$ cat config.mk
export PLATFORM = sky130hd
export DESIGN_NAME = multilevel_queue_scheduler
export DESIGN_NICKNAME = d
export VERILOG_FILES = /design/src/rtl/mlqs_pkg.sv /design/src/rtl/mlqs_ctrl.sv /design/src/rtl/mlqs_dp.sv /design/src/rtl/multilevel_queue_scheduler.sv
export SDC_FILE = /design/constraint.sdc
export NUM_CORES = 1
export LEC_CHECK = 0
export ABC_AREA = 1
export BUFFER_PORTS_ARGS = -buffer_cell sky130_fd_sc_hd__buf_4
export CORE_MARGIN = 5
export CORE_UTILIZATION = 60
export DETAILED_ROUTE_END_ITERATION = 8
export GPL_TIMING_DRIVEN = 1
export PLACE_DENSITY = 0.76
export SLEW_MARGIN = 10
export SYNTH_ARGS = -nofsm -noshare
export SYNTH_HDL_FRONTEND = slang
export SYNTH_HIERARCHICAL = 1
export SYNTH_SLANG_ARGS = --single-unit
$ cat constraint.sdc
create_clock -name clk -period 3.4 [get_ports clk]
set_input_delay 1.02 -clock clk [delete_from_list [all_inputs] [get_ports clk]]
set_output_delay 1.02 -clock clk [all_outputs]
set_load 0.01 [all_outputs]
$ cat src/rtl/mlqs_pkg.sv
// Shared types and codes for the multilevel queue scheduler.
`timescale 1ns / 1ps

package mlqs_pkg;

  localparam int ID_W     = 6;
  localparam int PRIO_W   = 3;
  localparam int STATUS_W = 2;

  localparam logic OP_ENQUEUE = 1'b0;
  localparam logic OP_PICK    = 1'b1;

  localparam logic [STATUS_W-1:0] ST_ENQUEUED = 2'd0;
  localparam logic [STATUS_W-1:0] ST_PICKED   = 2'd1;
  localparam logic [STATUS_W-1:0] ST_NONE     = 2'd2;

  typedef struct packed {
    logic              opcode;
    logic [ID_W-1:0]   task_id;
    logic [PRIO_W-1:0] priority_req;
  } req_t;

  typedef struct packed {
    logic [STATUS_W-1:0] status;
    logic [ID_W-1:0]     picked_task;
  } rsp_t;

  typedef struct packed {
    logic load;
    logic exec;
    logic advance;
  } ctrl_cmd_t;

  typedef struct packed {
    logic needs_link;
  } dp_status_t;

endpackage

$ cat src/rtl/mlqs_ctrl.sv
// Control state machine and output valid flag for the scheduler.
`timescale 1ns / 1ps

module mlqs_ctrl (
  input  logic                clk,
  input  logic                rst,
  input  logic                req_valid,
  output logic                req_ready,
  output logic                rsp_valid,
  input  logic                rsp_ready,
  output mlqs_pkg::ctrl_cmd_t cmd,
  input  mlqs_pkg::dp_status_t stat
);

  typedef enum logic [2:0] {
    S_IDLE = 3'b001,
    S_EXEC = 3'b010,
    S_LINK = 3'b100
  } state_t;

  state_t state;
  state_t state_next;
  logic   out_valid;
  logic   out_valid_next;
  logic   accept;
  logic   slot_free;
  logic   exec;

  // New items enter while idle or while the head update finishes.
  assign req_ready = !rst && ((state == S_IDLE) || (state == S_LINK));
  assign accept    = req_valid && req_ready;
  assign slot_free = !out_valid || rsp_ready;
  assign exec      = (state == S_EXEC) && slot_free;

  always_comb begin
    state_next = state;
    unique case (state)
      S_IDLE: begin
        if (accept) state_next = S_EXEC;
      end
      S_EXEC: begin
        if (slot_free) state_next = stat.needs_link ? S_LINK : S_IDLE;
      end
      S_LINK: begin
        state_next = accept ? S_EXEC : S_IDLE;
      end
      default: state_next = S_IDLE;
    endcase
  end

  always_comb begin
    if (exec) begin
      out_valid_next = 1'b1;
    end else if (rsp_ready) begin
      out_valid_next = 1'b0;
    end else begin
      out_valid_next = out_valid;
    end
  end

  assign cmd.load    = accept;
  assign cmd.exec    = exec;
  assign cmd.advance = (state == S_LINK);
  assign rsp_valid   = out_valid;

  always_ff @(posedge clk) begin
    if (rst) begin
      state     <= S_IDLE;
      out_valid <= 1'b0;
    end else begin
      state     <= state_next;
      out_valid <= out_valid_next;
    end
  end

  a_link_after_exec: assert property (@(posedge clk) disable iff (rst)
    state == S_LINK |-> $past(state == S_EXEC))
    else $error("head update without a preceding pick");

  a_rsp_from_exec: assert property (@(posedge clk) disable iff (rst)
    $rose(out_valid) |-> $past(state == S_EXEC))
    else $error("result raised outside execution");

endmodule

$ cat src/rtl/mlqs_dp.sv
// Queue datapath: level bits, head and tail pointers, link table, result register.
`timescale 1ns / 1ps

module mlqs_dp #(
  parameter int NUM_LEVELS = 8,
  parameter int MAX_TASKS  = 64
) (
  input  logic                 clk,
  input  logic                 rst,
  input  mlqs_pkg::req_t       req,
  input  mlqs_pkg::ctrl_cmd_t  cmd,
  output mlqs_pkg::dp_status_t stat,
  output mlqs_pkg::rsp_t       rsp
);

  localparam int LVL_W  = $clog2(NUM_LEVELS);
  localparam int TASK_W = $clog2(MAX_TASKS);
  localparam int ID_W   = mlqs_pkg::ID_W;

  mlqs_pkg::req_t item;
  mlqs_pkg::rsp_t rsp_q;
  mlqs_pkg::rsp_t rsp_next;

  logic [NUM_LEVELS-1:0] level_nonempty;
  logic [ID_W-1:0]       queue_head [NUM_LEVELS];
  logic [ID_W-1:0]       queue_tail [NUM_LEVELS];
  logic [ID_W-1:0]       link_table [MAX_TASKS];
  logic [ID_W-1:0]       link_rdata;
  logic [LVL_W-1:0]      sel_q;

  logic              is_pick;
  logic              id_ok;
  logic [LVL_W-1:0]  enq_lvl;
  logic [ID_W-1:0]   enq_tail;
  logic              enq_bit_set;
  logic              found;
  logic [LVL_W-1:0]  pick_lvl;
  logic [ID_W-1:0]   head_h;
  logic              single;
  logic              link_we;
  logic [TASK_W-1:0] link_waddr;
  logic [TASK_W-1:0] link_raddr;

  assign is_pick = (item.opcode == mlqs_pkg::OP_PICK);
  assign id_ok   = (int'(item.task_id) < MAX_TASKS);

  // Saturate out-of-range priorities to the lowest level.
  always_comb begin
    if (int'(item.priority_req) >= NUM_LEVELS) begin
      enq_lvl = LVL_W'(NUM_LEVELS - 1);
    end else begin
      enq_lvl = LVL_W'(item.priority_req);
    end
  end

  // Highest-priority nonempty level; lowest index wins.
  always_comb begin
    found    = 1'b0;
    pick_lvl = '0;
    for (int i = NUM_LEVELS - 1; i >= 0; i--) begin
      if (level_nonempty[i]) begin
        found    = 1'b1;
        pick_lvl = LVL_W'(i);
      end
    end
  end

  assign enq_tail    = queue_tail[enq_lvl];
  assign enq_bit_set = level_nonempty[enq_lvl];
  assign head_h      = queue_head[pick_lvl];
  assign single      = (head_h == queue_tail[pick_lvl]);

  assign stat.needs_link = is_pick && found && !single;

  assign link_we    = cmd.exec && !is_pick && id_ok && enq_bit_set;
  assign link_waddr = TASK_W'(enq_tail);
  assign link_raddr = TASK_W'(head_h);

  always_comb begin
    if (!is_pick) begin
      rsp_next.status      = mlqs_pkg::ST_ENQUEUED;
      rsp_next.picked_task = '0;
    end else if (found) begin
      rsp_next.status      = mlqs_pkg::ST_PICKED;
      rsp_next.picked_task = head_h;
    end else begin
      rsp_next.status      = mlqs_pkg::ST_NONE;
      rsp_next.picked_task = '0;
    end
  end

  always_ff @(posedge clk) begin
    if (link_we) link_table[link_waddr] <= item.task_id;
    link_rdata <= link_table[link_raddr];
  end

  always_ff @(posedge clk) begin
    if (cmd.load) item <= req;
    if (cmd.exec) begin
      rsp_q <= rsp_next;
      sel_q <= pick_lvl;
      if (!is_pick && id_ok) begin
        if (!enq_bit_set) queue_head[enq_lvl] <= item.task_id;
        queue_tail[enq_lvl] <= item.task_id;
      end
    end
    // Advance the head to the successor read during the pick.
    if (cmd.advance) queue_head[sel_q] <= link_rdata;
  end

  always_ff @(posedge clk) begin
    if (rst) begin
      level_nonempty <= '0;
    end else if (cmd.exec) begin
      if (!is_pick && id_ok) begin
        level_nonempty[enq_lvl] <= 1'b1;
      end else if (is_pick && found && single) begin
        level_nonempty[pick_lvl] <= 1'b0;
      end
    end
  end

  assign rsp = rsp_q;

  a_adv_level_live: assert property (@(posedge clk) disable iff (rst)
    cmd.advance |-> level_nonempty[sel_q])
    else $error("head advanced on an empty level");

  a_enq_sets_level: assert property (@(posedge clk) disable iff (rst)
    cmd.exec && !is_pick && id_ok |=> level_nonempty[$past(enq_lvl)])
    else $error("enqueue left its level empty");

endmodule

$ cat src/rtl/multilevel_queue_scheduler.sv
// Top level of the multilevel priority queue scheduler.
//
// Request channel (req_valid/req_ready/req): opcode 0 enqueues task_id at
// level priority_req (0 highest, levels past the last one saturate to it;
// ids at or beyond MAX_TASKS are dropped). Opcode 1 picks the head task of
// the highest-priority nonempty level.
// Response channel (rsp_valid/rsp_ready/rsp): one item per request, status
// enqueued, picked (with picked_task) or no task ready.
// The request is registered, then executes into the output register once
// that register is free; no new request is taken while one executes. A
// pick that leaves its level nonempty then waits in a head update on the
// registered link table read that yields the new head of the level.
// Reset clears every level to empty; head, tail and link storage need no
// clearing, so items are taken right after reset.
// If the receiver stalls, the finished item holds in the output register,
// one more request is taken and waits until the output register frees.
`timescale 1ns / 1ps

module multilevel_queue_scheduler #(
  parameter int NUM_LEVELS = 8,
  parameter int MAX_TASKS  = 64
) (
  input  logic           clk,
  input  logic           rst,
  input  logic           req_valid,
  output logic           req_ready,
  input  mlqs_pkg::req_t req,
  output logic           rsp_valid,
  input  logic           rsp_ready,
  output mlqs_pkg::rsp_t rsp
);

  mlqs_pkg::ctrl_cmd_t  cmd;
  mlqs_pkg::dp_status_t stat;

  mlqs_ctrl u_ctrl (
    .clk       (clk),
    .rst       (rst),
    .req_valid (req_valid),
    .req_ready (req_ready),
    .rsp_valid (rsp_valid),
    .rsp_ready (rsp_ready),
    .cmd       (cmd),
    .stat      (stat)
  );

  mlqs_dp #(
    .NUM_LEVELS (NUM_LEVELS),
    .MAX_TASKS  (MAX_TASKS)
  ) u_dp (
    .clk  (clk),
    .rst  (rst),
    .req  (req),
    .cmd  (cmd),
    .stat (stat),
    .rsp  (rsp)
  );

endmodule
==> results.py <==
metrics = {
    "setup_path": {
        "critical_path_class": "flop to flop",
        "arrival_ns": 3.76,
        "cpMostUsedCell": "nand2_1",
        "reg2regPathDepth": 22,
        "reg2reg_from": "u_dp/level_nonempty[6]$_SDFFE_PP0P_",
        "rrSetupSlack_ns": 0.18,
        "endpoint_kind": "flop",
        "path_max_fanout": 63,
        "slowest_stage": "dfxtp_1",
        "worstReg2RegEnd": "u_dp/link_rdata[5]$_DFF_P_",
        "cpPeakStageDelay_ns": 0.33,
        "cp-start-kind": "flop",
        "crit_chain": "inv_2 -> nand2_1 -> nand2_1 -> nand2_1 -> nand2_2 -> nand2_4 -> nand2_8 -> nand2_4 -> buf_4 -> nand3b_1 -> nand2_1 -> inv_2 -> nand2_1 -> nor2_4 -> buf_12 -> buf_4 -> nand3_1 -> nand3_1 -> nand3_1 -> nand3_1 -> nand3_1 -> nand2_1",
        "worstPathRequired_ns": 3.93,
    },
    "sta": {
        "rsz0062_at_grt": "false",
        "finalCritPeriodShare_pct": 94.8,
        "final-setup-viol-count": 0,
        "tightest_slew_ns": 1.05,
        "relSlewSlack_pct": 29.0,
        "finalHoldViolations": 0,
        "period_minus_slack_ns": 3.22,
        "setup_tns_ns": 0,
        "whs_ns": 0.508,
        "max_clock_freq_mhz": 310,
        "fin_skew_ns": 0.0242,
        "maxSlewViolCount": 0,
    },
    "pwr": {
        "cellPowerDensity_nw_per_um2": 485,
        "leakagePower_nw": 10.9,
        "irDropWorstVdd_mv": 0.421,
    },
    "detailed_routing": {
        "remaining_drc_errors": 0,
        "wire_per_inst_um": 20.8,
        "wirelength_mm": 62.3,
        "dr.first_iter.drc_count": 2751,
        "post_drt_via_cell_ratio": 5.99,
        "detail_route.first_pass.iterations": 7,
        "num_vias": 17958,
        "ant_nets": 0,
    },
    "global_route": {
        "grt_pass1_vias": 17346,
        "grt_antenna_before_repair": 0,
        "track_usage_pct": 27.6,
        "grt_pass1_wl_mm": 96.2,
        "overflow": 0,
        "grt_max_degree": 91,
    },
    "yosys": {
        "synth_top_area_cell": "edfxtp_1",
        "synth-seq-area-share_pct": 63.6,
        "syn_area_per_cell_um2": 10.2,
        "yosysTopAreaCellShare_pct": 61.9,
        "synth.cells.most_frequent": "edfxtp_1, nand2_1, nand3_1",
        "synth_ff_type": "edfxtp_1",
        "synth_nets": 2395,
        "ys_ff_latch": 522,
        "synth_cells": 2381,
        "ys_warn_count": 6,
        "synth-async-reset-ratio_pct": 0,
        "synth.most_common_cell": "edfxtp_1",
        "synth.area.top_cells": "edfxtp_1, nand3_1, nand2_1, nand3b_1, inv_1",
        "synthesis.area_um2": 24300,
        "synth_edf_count": 501,
        "synth.distinct_cells": 35,
    },
    "hold_path": {
        "hp-class": "flop to flop",
        "hp-start": "u_dp/level_nonempty[4]$_SDFFE_PP0P_",
        "min_to": "u_dp/level_nonempty[4]$_SDFFE_PP0P_",
        "hold_path_depth": 2,
    },
    "cells_and_area": {
        "area_growth_pct": 11.6,
        "finalNetCount": 2449,
        "final_cells": 2996,
        "diodes": 0,
        "drive_gt1_share_pct": 11.0,
        "finish.utilization_pct": 68.0,
    },
    "floorplanning": {
        "die_width_um": 211,
        "fp-row-count": 73,
        "io_pins": 24,
        "die_h_um": 211,
        "die_area_um2": 44700,
        "core-area_um2": 39900,
        "start_util_pct": 60.9,
    },
    "place": {
        "port_buffers": 23,
        "dp_hpwl_mm": 38.2,
        "gp_congestion": 0.909,
        "dp.cells": 2906,
    },
    "clocking": {
        "clockRootBuffer": "clkbuf_16",
        "path_clk_slew_ns": 0.06,
        "cts_tree": "built",
        "h-tree-depth": 2,
        "clock_sinks": 522,
        "clkLatencyLatePin_ns": 0.60,
        "post_cts_buffers": 0,
        "ctsResizeCount": 0,
        "cts_hold_buf": 0,
        "cts_buffers": 52,
        "max-clock-path-buffers": 3,
    },
    "outcome": {
        "status": "finished, final reports clean",
    },
    "job": {
        "drv_cap": 0,
    },
}
## worst max-delay path: cells and delay by family, from the launching register on
kind                   cells  cell delay, ns
buffers and inverters      5            0.98
and+or+nand+nor           17            1.80
DFF                        1            0.33
## metrics by stage
stage          total power, mW  cell area, um2  setup slack (ns)
3_3_place_gp              7.67           25500             0.269
6_report                  13.2           27100             0.177
3_5_place_dp              7.68           25500             0.192
4_1_cts                   13.2           27100             0.192
2_1_floorplan             7.49           24300             0.431
5_1_grt                   13.5           27100            0.0118
## state kept, by name, indices dropped and copies added, names as in the netlist, named ones only
| name | cells |
|---|---|
| u_ctrl/state | 3 |
| u_dp/level_nonempty | 8 |
| u_dp/is_pick | 1 |
| u_dp/sel_q | 3 |
| u_dp/link_table | 384 |
| u_dp/rsp | 8 |
| u_dp/queue_head | 48 |
| u_ctrl/rsp_valid | 1 |
| u_dp/link_rdata | 6 |
| u_dp/enq_lvl | 3 |
| u_dp/queue_tail | 48 |
| u_dp/item | 6 |
## per-layer routing
metal  GRT usage, %  vias to the layer above  wire [um]
met5              0                        -          0
met4           10.7                        0       2510
met3           4.36                      186       6330
met2           44.8                     1032      29300
met1           37.9                     8538      24100
li1               -                     8202          -
## how the worst max path moves through the flow
stage | cells past startpoint | start | to
detailed placement | 13 | rsp_ready | u_dp/link_table[62][5]$_DFFE_PP_
floorplan | 11 | rsp_ready | u_dp/link_table[0][0]$_DFFE_PP_
global route | 23 | u_dp/level_nonempty[6]$_SDFFE_PP0P_ | u_ctrl/state[0]$_SDFFE_PP1P_
finish | 22 | u_dp/level_nonempty[6]$_SDFFE_PP0P_ | u_dp/link_rdata[5]$_DFF_P_
global placement | 13 | rsp_ready | u_dp/link_table[62][5]$_DFFE_PP_
CTS | 11 | flop | u_dp/link_table[62][0]$_DFFE_PP_
## kinds of logic (layout without fill, tap and decap cells)
| family | count (synthesis) | count (layout) | share of synthesized area [%] |
|---|---|---|---|
| compound gates | 156 | 156 | 3.32 |
| simple gates | 1245 | 1245 | 25.2 |
| flops | 522 | 522 | 63.6 |
| buf+inv | 458 | 548 | 7.87 |
## area by class of cell
| cell class | instances | area (um2) |
|---|---|---|
| multi-input combinational | 1401 | 6990 |
| fill | 2892 | 12800 |
| inverter | 321 | 1210 |
| tap | 525 | 657 |
| sequential | 522 | 15500 |
| timing repair buffer | 137 | 1170 |
| clock buffer | 66 | 1450 |
| clock inverter | 24 | 213 |
## placed cells by master (no fill, tap or decap), types with 11 or more instances in the layout
cell         n
a21oi_1     23
buf_12      11
buf_4      124
clkbuf_16   53
clkinv_2    11
dfxtp_1     21
edfxtp_1   501
inv_1      304
inv_2       15
nand2_1    454
nand3_1    413
nand3b_1   167
nand4_1     35
nor2_1     130
o21ai_0    100
o21ai_1     25
## power by group
group	internal (mW)	leakage, nW	switching (mW)
registers	7.05	4.68	0.0146
clock network	3.28	0.825	2.33
logic	0.118	5.35	0.381
total	10.4	10.9	2.73
Note: power is estimated with default switching activity, not from simulation.
